<file path="src/svm_pkg.sv">
// ----------------------------------------------------------------------------
// svm_pkg: shared types and constants of the sample voice mixer
// Mode codes, sizes and the voice record kept in the voice memory.
// ----------------------------------------------------------------------------
package svm_pkg;

   localparam int TRACKS           = 8;
   localparam int VOICES_PER_GROUP = 2;
   localparam int VOICES           = TRACKS * VOICES_PER_GROUP;
   localparam int TRACK_W          = 3;
   localparam int VOICE_W          = 4;
   localparam int GROUP_W          = 1;
   localparam int ADDR_W           = 16;
   localparam int COUNT_W          = 5;

   localparam logic signed [15:0] MASTER_RESET = 16'sh4000;
   localparam logic [23:0]        STEP_RESET   = 24'h010000;
   localparam logic signed [15:0] GAIN_RESET   = 16'sh7FFF;

   typedef enum logic [2:0] {
      MODE_TICK    = 3'd0,
      MODE_TRIGGER = 3'd1,
      MODE_STOP    = 3'd2,
      MODE_STOPALL = 3'd3,
      MODE_SAMPLE  = 3'd4,
      MODE_PITCH   = 3'd5,
      MODE_GAIN    = 3'd6,
      MODE_WRITE   = 3'd7
   } mode_type;

   // Per-voice record held in the voice memory (busy kept in flops).
   typedef struct packed {
      logic [15:0]        start;
      logic [15:0]        length;
      logic [31:0]        phase;
      logic [23:0]        step;
      logic signed [15:0] gain;
      logic [31:0]        age;
   } voice_type;

   // Mix request from the sequencer to the datapath for one voice.
   typedef struct packed {
      logic               first;
      logic               last;
      logic               play;
   } mix_ctl_type;

endpackage

</file>
<file path="src/svm_mix.sv">
// ----------------------------------------------------------------------------
// svm_mix: interpolate, voice gain and accumulate
// Takes both sample words of one voice and adds its scaled value to the sum.
// ----------------------------------------------------------------------------
module svm_mix (
   input  logic                  clock,
   input  logic                  reset,
   input  svm_pkg::mix_ctl_type  ctl,
   input  logic signed [15:0]    word_a,
   input  logic signed [15:0]    word_b,
   input  logic [7:0]            frac,
   input  logic signed [15:0]    gain,
   output logic signed [24:0]    sum,
   output logic                  sum_done
);

   logic signed [24:0] x_ff, x_in;
   logic signed [15:0] g_ff;
   logic               ctl_play_ff, ctl_last_ff, ctl_first_ff;
   logic signed [24:0] acc_ff, acc_in;
   logic               done_ff;
   logic signed [16:0] diff;
   logic signed [25:0] prod;
   logic signed [41:0] scaled;

   always_comb begin
      diff   = 17'(word_b) - 17'(word_a);
      prod   = 26'(diff) * 26'($signed({1'b0, frac}));
      x_in   = 25'(word_a) + 25'(prod >>> 8);
      scaled = 42'(x_ff) * 42'(g_ff);
      acc_in = (ctl_first_ff ? 25'sd0 : acc_ff)
             + (ctl_play_ff ? 25'(scaled >>> 15) : 25'sd0);
   end

   always_ff @(posedge clock) begin
      if (reset) begin
         ctl_play_ff  <= 1'b0;
         ctl_last_ff  <= 1'b0;
         ctl_first_ff <= 1'b0;
         done_ff      <= 1'b0;
      end else begin
         ctl_play_ff  <= ctl.play;
         ctl_last_ff  <= ctl.last;
         ctl_first_ff <= ctl.first;
         done_ff      <= ctl_last_ff;
      end
      x_ff <= x_in;
      g_ff <= gain;
      if (ctl_first_ff || ctl_play_ff) begin
         acc_ff <= acc_in;
      end
   end

   assign sum      = acc_ff;
   assign sum_done = done_ff;

endmodule

</file>
<file path="config.mk">
export PLATFORM = sky130hd
export DESIGN_NAME = svm_mix
export DESIGN_NICKNAME = d
export VERILOG_FILES = /design/src/svm_pkg.sv /design/src/svm_mix.sv
export SDC_FILE = /design/constraint.sdc
export NUM_CORES = 1
export LEC_CHECK = 0
export CAP_MARGIN = 20
export CORE_AREA = 2 2 212 214
export CTS_BUF_LIST = sky130_fd_sc_hd__clkbuf_8 sky130_fd_sc_hd__clkbuf_16
export CTS_CLUSTER_DIAMETER = 120
export DETAILED_ROUTE_END_ITERATION = 10
export DIE_AREA = 0 0 214 216
export DONT_BUFFER_PORTS = 1
export PLACE_DENSITY = 0.57
export SLEW_MARGIN = 10
export SYNTH_ARGS = -nofsm -noshare
export SYNTH_HDL_FRONTEND = slang
export SYNTH_SLANG_ARGS = --single-unit
</file>
<file path="constraint.sdc">
create_clock -name clock -period 9.3 [get_ports clock]
set_input_delay 0.465 -clock clock [delete_from_list [all_inputs] [get_ports clock]]
set_output_delay 0.465 -clock clock [all_outputs]
set_load 0.005 [all_outputs]
</file>
==> flow_summary.yaml, run 1 <==
outcome:
  status: "finished, final reports clean"
clock_tree:
  postCtsSetupBuffers: 0
  clk_pin_slew_ns: 0.06
  cts_resized: 0
  clkSinkCount: 64
  clockBufferDepth: 2
  cts-root-buf: "clkbuf_16"
  h-tree-depth: 3
  cts_made_buffers: 9
  cts_hold_buffers: 0
  tritoncts: "yes"
  clk_latency_ns: 0.37
layout:
  syn2layout_area_growth_pct: 5.50
  layout-drive-gt1-share_pct: 3.49
  fillers: 4175
  nets: 2781
synth:
  synthArstFlopShare_pct: 0
  ys.flop_type: "dfxtp_1"
  synth_seq_area_share_pct: 7.81
  syn_area_sq_um: 19600
  syn-num-nets: 2796
  post_synth.cell_area_avg_sq_um: 9.20
  synth_cell_types: 66
  synth_top_area_share_pct: 42.2
  synth_cells: 2131
  yosys_warnings: 0
  synth_area_leaders: "fa_1 (42%), ha_1 (12%), inv_1 (9.1%)"
  synth_edf_count: 25
  synth_seq_cells: 64
  synth_top_area_cell: "fa_1"
route:
  avgRoutedWirePerCell_microns: 16.7
  drc_errors: 0
  drt_wl_total_microns: 45400
  viasPerCell: 5.05
  route.antenna.remaining_nets: 0
  drtIter0Drc: 720
  dr.pass1.iters: 6
  vias: 13700
sta:
  drv_slew: 0
  period_share_pct: 93.6
  rsz0062_at_grt: "no"
  fin_crit_ns: 8.70
  skew_ns: 0.00756
  relSlewSlack_pct: 36.8
  worst_slew_pin_slew_ns: 0.947
  setup_violations: 0
  finalSetupTns_ns: 0
  fmax_mhz: 115
  hold_violations: 0
placed_design:
  io_buffers: 0
  dp_hpwl_microns: 38400
  globalplace.congestion: 0.846
worst_setup_path:
  critical_path.max_stage_delay_ns: 0.88
  cp.required_ns: 9.42
  critPathLaunchType: "flip-flop"
  cp_slowest_cell: "dfxtp_1"
  critPathArrivalTime_ns: 8.82
  cp_common_cell: "fa_1"
  cp-end-kind: "flip-flop"
  cp_max_fo: 16
  critPathKind: "flip-flop to flip-flop"
  rrSetupSlack_ns: 0.60
min_path:
  hp-class: "primary input to flip-flop"
floorplanning:
  ios: 87
  num_rows: 77
  fp.dieW_microns: 214
  die_h_microns: 216
  core_sq_um: 43800
  die-area_sq_um: 46200
  initial_core_util_pct: 44.7
global_route:
  grt_pass1_wl_microns: 74800
  grt_usage_pct: 20.4
  grt_antenna_before_repair: 5
  grt_max_degree: 27
  grt-ovfl-total: 0
  grt_pass1_vias: 14400
run:
  max_cap_violations: 0
[cell usage after synthesis, types with 31 or more instances]
master	number
fa_1	413
clkbuf_1	54
xnor2_1	66
o21ai_0	31
ha_1	191
dfxtp_1	39
a21oi_1	46
nand2_1	221
nor2_1	82
nor2b_1	43
inv_1	476
and2_1	216
[cell type report]
cell class | count | area, sq um | share of cell area (%)
multi-input combinational | 1533 | 16100 | 77.7
antenna | 2 | 5.00 | 0.0242
clock buffer | 11 | 264 | 1.28
sequential | 64 | 1530 | 7.41
clock inverter | 5 | 36.3 | 0.175
inverter | 477 | 1790 | 8.66
timing repair buffer | 31 | 233 | 1.13
tap | 592 | 741 | 3.58
[layer usage]
metal	share of wire, %	global-route usage, %	up-vias
li1	-	-	6421
met1	46	28.2	6961
met2	48	33.5	269
met3	4.9	3.21	41
met4	1.5	4.87	6
met5	0.086	0	-
[layout by cell type (no fill, tap or decap), types with 31 or more instances in the layout]
| cell | instances |
|---|---|
| a21oi_1 | 46 |
| and2_1 | 216 |
| buf_4 | 31 |
| dfxtp_1 | 38 |
| fa_1 | 413 |
| ha_1 | 191 |
| inv_1 | 476 |
| nand2_1 | 221 |
| nor2_1 | 82 |
| nor2b_1 | 43 |
| o21ai_0 | 31 |
| xnor2_1 | 64 |
[critical path, delay by kind of cell (launching register included)]
| family | cells | cell delay (ns) |
|---|---|---|
| buffers and inverters | 5 | 0.55 |
| flip-flops | 1 | 0.88 |
| adder cells (fa/ha/maj) | 8 | 3.40 |
| AO/OA/AOI/OAI | 12 | 2.60 |
| AND/OR/NAND/NOR | 6 | 0.72 |
| XOR/XNOR | 2 | 0.25 |
[cell families (layout without fill, tap and decap cells)]
logic type,after synthesis,after routing,share of synthesized area [%]
AOI/OAI and AO/OA,181,181,6.49
xor gates and xnor gates,87,87,3.89
adders and majority gates,604,604,54.4
buffers and inverters,534,524,10.2
DFF,64,64,7.81
muxes,1,1,0.0511
other,0,2,0
and+or+nand+nor,660,660,17.1
[registers in the layout, summed over array words and instances, names as in the netlist]
register      count
sum              25
x_ff             19
g_ff             16
ctl_first_ff      1
ctl_last_ff       1
ctl_play_ff       1
sum_done          1
[metrics by stage]
step	area [sq um]	utilization (%)	hold slack, ns	std cells	setup slack (ns)
detailed placement	20400	46.4	0.430	2697	0.269
CTS	20700	47.1	0.0957	2713	0.578
floorplan	19600	-	0.414	2131	1.40
finish	20700	47.2	0.118	2715	0.600
global placement	20400	46.4	0.421	2697	0.376
global route	20700	47.2	0.0988	2714	0.0675
[worst paths after layout]
check                                       startpoint             endpoint  depth (start not counted)
worst min register to register  ctl_last_ff$_SDFF_PP0_  sum_done$_SDFF_PP0_                          1
worst max-delay path                   g_ff[4]$_DFF_P_    sum[24]$_DFFE_PP_                         33
worst max register to register         g_ff[4]$_DFF_P_    sum[24]$_DFFE_PP_                         33
worst min-delay path                          gain[11]     g_ff[11]$_DFF_P_                          0
Power of run 1 is not shown: default switching activity piles up to over one toggle a cycle in this logic, so the estimate is an artifact.
==> run 2: changes to the inputs <==
- CORE_AREA: 2 2 212 214 -> 2 2 202 224
- DIE_AREA: 0 0 214 216 -> 0 0 204 226
- clock period: 9.3 -> 8.8 ns (I/O delays scaled with it)
==> run 2 against run 1 <==
  * Setup slack worse by 0.24 ns
  * Via count about the same
  * Non-clock buffer count up 15
  * Routed wire length about the same
  * Critical path depth down 4
  * Cell count up 0.11%
  * Die area down 0.26%
  * Critical path type unchanged
  * Highest routed layer unchanged
==> flow_summary.yaml, run 2 (same netlist as run 1, synthesis figures left out) <==
route:
  route.antenna.remaining_nets: 0
  avgRoutedWirePerCell_microns: 16.7
  drt_wl_total_microns: 45400
  drtIter0Drc: 578
  drc_errors: 0
  viasPerCell: 5.04
  dr.pass1.iters: 5
  vias: 13700
global_route:
  grt_antenna_before_repair: 5
  grt_max_degree: 27
  grt_pass1_vias: 14500
  grt_pass1_wl_microns: 74400
  grt_usage_pct: 20.7
  grt-ovfl-total: 0
outcome:
  status: "finished, final reports clean"
worst_setup_path:
  rrSetupSlack_ns: 0.36
  timing.rr.start: "x_ff[11]$_DFF_P_"
  critPathArrivalTime_ns: 8.56
  critical_path.max_stage_delay_ns: 0.58
  cp_slowest_cell: "dfxtp_1"
  rr_worst_depth: 29
  cp.required_ns: 8.91
  cp_max_fo: 9
  critPathLaunchType: "flip-flop"
  cp_common_cell: "fa_1"
  critPathKind: "flip-flop to flip-flop"
  cp-end-kind: "flip-flop"
  r2r-end: "sum[23]$_DFFE_PP_"
min_path:
  hp-class: "primary input to flip-flop"
  hold_start: "gain[13]"
  hold_end: "g_ff[13]$_DFF_P_"
  min_path_cells: 0
clock_tree:
  clkSinkCount: 64
  cts_made_buffers: 9
  clk_latency_ns: 0.38
  cts-root-buf: "clkbuf_16"
  clockBufferDepth: 2
  cts_hold_buffers: 0
  h-tree-depth: 3
  clk_pin_slew_ns: 0.07
  tritoncts: "yes"
sta:
  rsz0062_at_grt: "no"
  setup_violations: 0
  fin_crit_ns: 8.44
  finalSetupTns_ns: 0
  fmax_mhz: 118
  drv_slew: 0
  period_share_pct: 95.9
  hold_violations: 0
  skew_ns: 0.0156
  worst_slew_pin_slew_ns: 0.771
  relSlewSlack_pct: 48.2
floorplanning:
  core_sq_um: 44000
  ios: 87
  fp.dieW_microns: 204
  num_rows: 81
  initial_core_util_pct: 44.6
  die_h_microns: 226
  die-area_sq_um: 46100
placed_design:
  io_buffers: 0
  dp_hpwl_microns: 39000
  globalplace.congestion: 0.861
layout:
  final_common_cell: "inv_1"
  largest_register_ffs: 25
  mostFrequentLayoutCells: "inv_1 (475), fa_1 (413), nand2_1 (221)"
  nets: 2796
  syn2layout_area_growth_pct: 6.01
  layout-drive-gt1-share_pct: 5.06
run:
  max_cap_violations: 0
run 2: cell count changes in the layout (fill, tap and decap cells not counted), sizes merged:
cell      delta
clkinv       +4
clkbuf       -1
buf         +14
clkinvlp     +1
diode        -1
inv          -3
run 2: cell type report:
| type | count | area (sq um) |
|---|---|---|
| fillers | 4254 | 23200 |
| inverters | 477 | 1790 |
| well taps | 581 | 727 |
| clock inverters | 7 | 48.8 |
| flip-flops and latches | 64 | 1550 |
| clock buffers | 9 | 225 |
| repair buffers | 46 | 343 |
| diodes | 1 | 2.50 |
| multi-input cells | 1533 | 16100 |
run 2: through the flow:
| stage | hold slack [ns] | utilization [%] | cells | instance area (sq um) | setup slack [ns] |
|---|---|---|---|---|---|
| floorplan | 0.414 | - | 2131 | 19600 | 0.895 |
| global placement | 0.422 | 46.5 | 2698 | 20400 | 0.235 |
| detailed placement | 0.426 | 46.5 | 2698 | 20400 | 0.171 |
| CTS | 0.0610 | 47.1 | 2714 | 20700 | 0.260 |
| global route | 0.0681 | 47.2 | 2717 | 20800 | 0.00667 |
| finish | 0.0792 | 47.2 | 2718 | 20800 | 0.359 |
run 2: worst max path at each step:
stage	endpoint	slack [ns]	start
after floorplan	sum[23]$_DFFE_PP_	0.90	g_ff[7]$_DFF_P_
after global placement	x_ff[16]$_DFF_P_	0.23	word_b[0]
after detailed placement	x_ff[16]$_DFF_P_	0.17	word_b[0]
after CTS	sum[24]$_DFFE_PP_	0.26	g_ff[10]$_DFF_P_
after global routing	sum[23]$_DFFE_PP_	0.007	x_ff[11]$_DFF_P_
final	sum[23]$_DFFE_PP_	0.36	x_ff[11]$_DFF_P_
run 2: critical path: cells and delay by family, from the launching register on:
kind / cells / cell delay, ns
AND/OR/NAND/NOR: 8 / 1.57
flip-flops: 1 / 0.58
XOR/XNOR: 2 / 0.24
adder cells (fa/ha/maj): 8 / 3.59
AO/OA/AOI/OAI: 7 / 1.77
buffers and inverters: 4 / 0.40
run 2: metal layers:
metal  global-route usage [%]  part of all wire (%)  up-vias
met5                        0                  0.13        -
met4                     6.12                   2.3        8
met3                     3.56                   4.2       64
met2                     35.3                    50      237
met1                     26.9                    44     6944
li1                         -                     -     6439
run 2: timing repair:
item                                    CTS  global route
resized for setup                         0            23
endpoints found under the setup margin    0             8
buffers inserted                          0             3
Power of run 2 is left out for the same reason.
==> run 3: changes to the inputs <==
- REMOVE_ABC_BUFFERS: not set -> 1
==> run 3 against run 2 <==
  * Critical path depth fell by 1
  * Non-clock buffer count increased by 4
  * Register-to-register slack improved by 0.14 ns
  * Sequential cell count stayed put
  * Utilization rose by 0.12 points
  * Maximum frequency grew 1.7%
  * Clock skew about the same
  * Worst hold slack better by 0.0040 ns
  * Die area unchanged
  * Setup slack better by 0.14 ns
  * Via count grew 0.70%
  * Global-route usage is 0.30 points higher
==> flow_summary.yaml, run 3 (same netlist as run 1, synthesis figures left out) <==
layout:
  layout-drive-gt1-share_pct: 5.05
  fin_util_pct: 47.4
  nets: 2800
  final_common_cell: "inv_1"
  largest_register_ffs: 25
  postLayoutCellArea_sq_um: 20800
  mostFrequentLayoutCells: "inv_1 (478), fa_1 (413), nand2_1 (221)"
  syn2layout_area_growth_pct: 6.28
route:
  drc_errors: 0
  viasPerCell: 5.07
  drtIter0Drc: 638
  avgRoutedWirePerCell_microns: 16.8
  dr.pass1.iters: 5
  route.antenna.remaining_nets: 0
  vias: 13800
  drt_wl_total_microns: 45800
worst_setup_path:
  critPathLaunchType: "flip-flop"
  critical_path.max_stage_delay_ns: 0.81
  critPathKind: "flip-flop to flip-flop"
  cp-end-kind: "flip-flop"
  timing.rr.start: "x_ff[2]$_DFF_P_"
  cp_slowest_cell: "dfxtp_1"
  cp_max_fo: 12
  cp_common_cell: "fa_1"
  crit_start: "x_ff[2]$_DFF_P_"
  critPathArrivalTime_ns: 8.42
  cp.required_ns: 8.92
sta:
  setup_violations: 0
  rsz0062_at_grt: "no"
  finalSetupTns_ns: 0
  drv_slew: 0
  relSlewSlack_pct: 48.8
  fmax_mhz: 120
  fin_crit_ns: 8.30
  hold_violations: 0
  period_share_pct: 94.4
  skew_ns: 0.0161
  worst_slew_pin_slew_ns: 0.762
clock_tree:
  clk_latency_ns: 0.38
  cts_made_buffers: 9
  clockBufferDepth: 2
  clkSinkCount: 64
  tritoncts: "yes"
  h-tree-depth: 3
  clk_pin_slew_ns: 0.07
  cts-root-buf: "clkbuf_16"
floorplanning:
  ios: 87
  die_h_microns: 226
  num_rows: 81
  die-area_sq_um: 46100
  fp.dieW_microns: 204
  core_sq_um: 44000
  initial_core_util_pct: 44.6
global_route:
  grt_pass1_vias: 14800
  grt_max_degree: 27
  grt_pass1_wl_microns: 75700
  grt-ovfl-total: 0
  grt_antenna_before_repair: 5
  grt_usage_pct: 21.0
min_path:
  hp-class: "primary input to flip-flop"
  hold_start: "gain[4]"
placed_design:
  globalplace.congestion: 0.870
  dp_hpwl_microns: 39100
  io_buffers: 0
  dpl_cell_area_sq_um: 20500
outcome:
  status: "finished, final reports clean"
run:
  max_cap_violations: 0
-- run 3: path summary, 6_finish.rpt --
kind	endpoint	slack (ns)	depth (start not counted)
setup / recovery	sum[23]$_DFFE_PP_	0.50	28
hold / removal	g_ff[4]$_DFF_P_	0.08	0
setup reg to reg	sum[23]$_DFFE_PP_	0.50	28
hold reg to reg	sum_done$_SDFF_PP0_	0.44	1
-- run 3: area by class of cell --
cell class              count  area (sq um)
well taps                 581           727
clock inverters             5          23.8
fillers                  4262         23200
clock buffers              10           250
multi-input cells        1533         16100
inverters                 477          1790
repair buffers             50           375
flip-flops and latches     64          1550
diodes                      2          5.00
-- run 3: metrics by stage --
step	worst slack (ns)	cells	hold slack [ns]
after CTS	0.170	2719	0.0638
after floorplan	1.01	2074	0.414
after global placement	0.242	2704	0.420
after detailed placement	0.0244	2704	0.435
final	0.496	2722	0.0831
after global routing	0.0496	2720	0.0665
-- run 3: critical path: cells and delay by family, from the launching register on --
family | cells | cell delay (ns)
buffers and inverters | 2 | 0.23
and+or+nand+nor | 5 | 0.85
xor gates and xnor gates | 2 | 0.27
adders and majority gates | 8 | 3.62
DFF | 1 | 0.81
AOI/OAI and AO/OA | 11 | 2.27
-- run 3: what timing repair did --
action,CTS,global route
resized for setup,0,22
buffers inserted,0,1
hold buffers,0,0
endpoints found under the setup margin,0,9
-- run 3: per-layer routing --
layer  part of all wire (%)  vias up  GRT usage [%]
met3                    4.1       46           3.09
met4                    1.6        8           5.28
met1                     44     7058           27.8
li1                       -     6444              -
met2                     50      232           36.2
met5                   0.12        -              0
Power of run 3 is left out for the same reason.
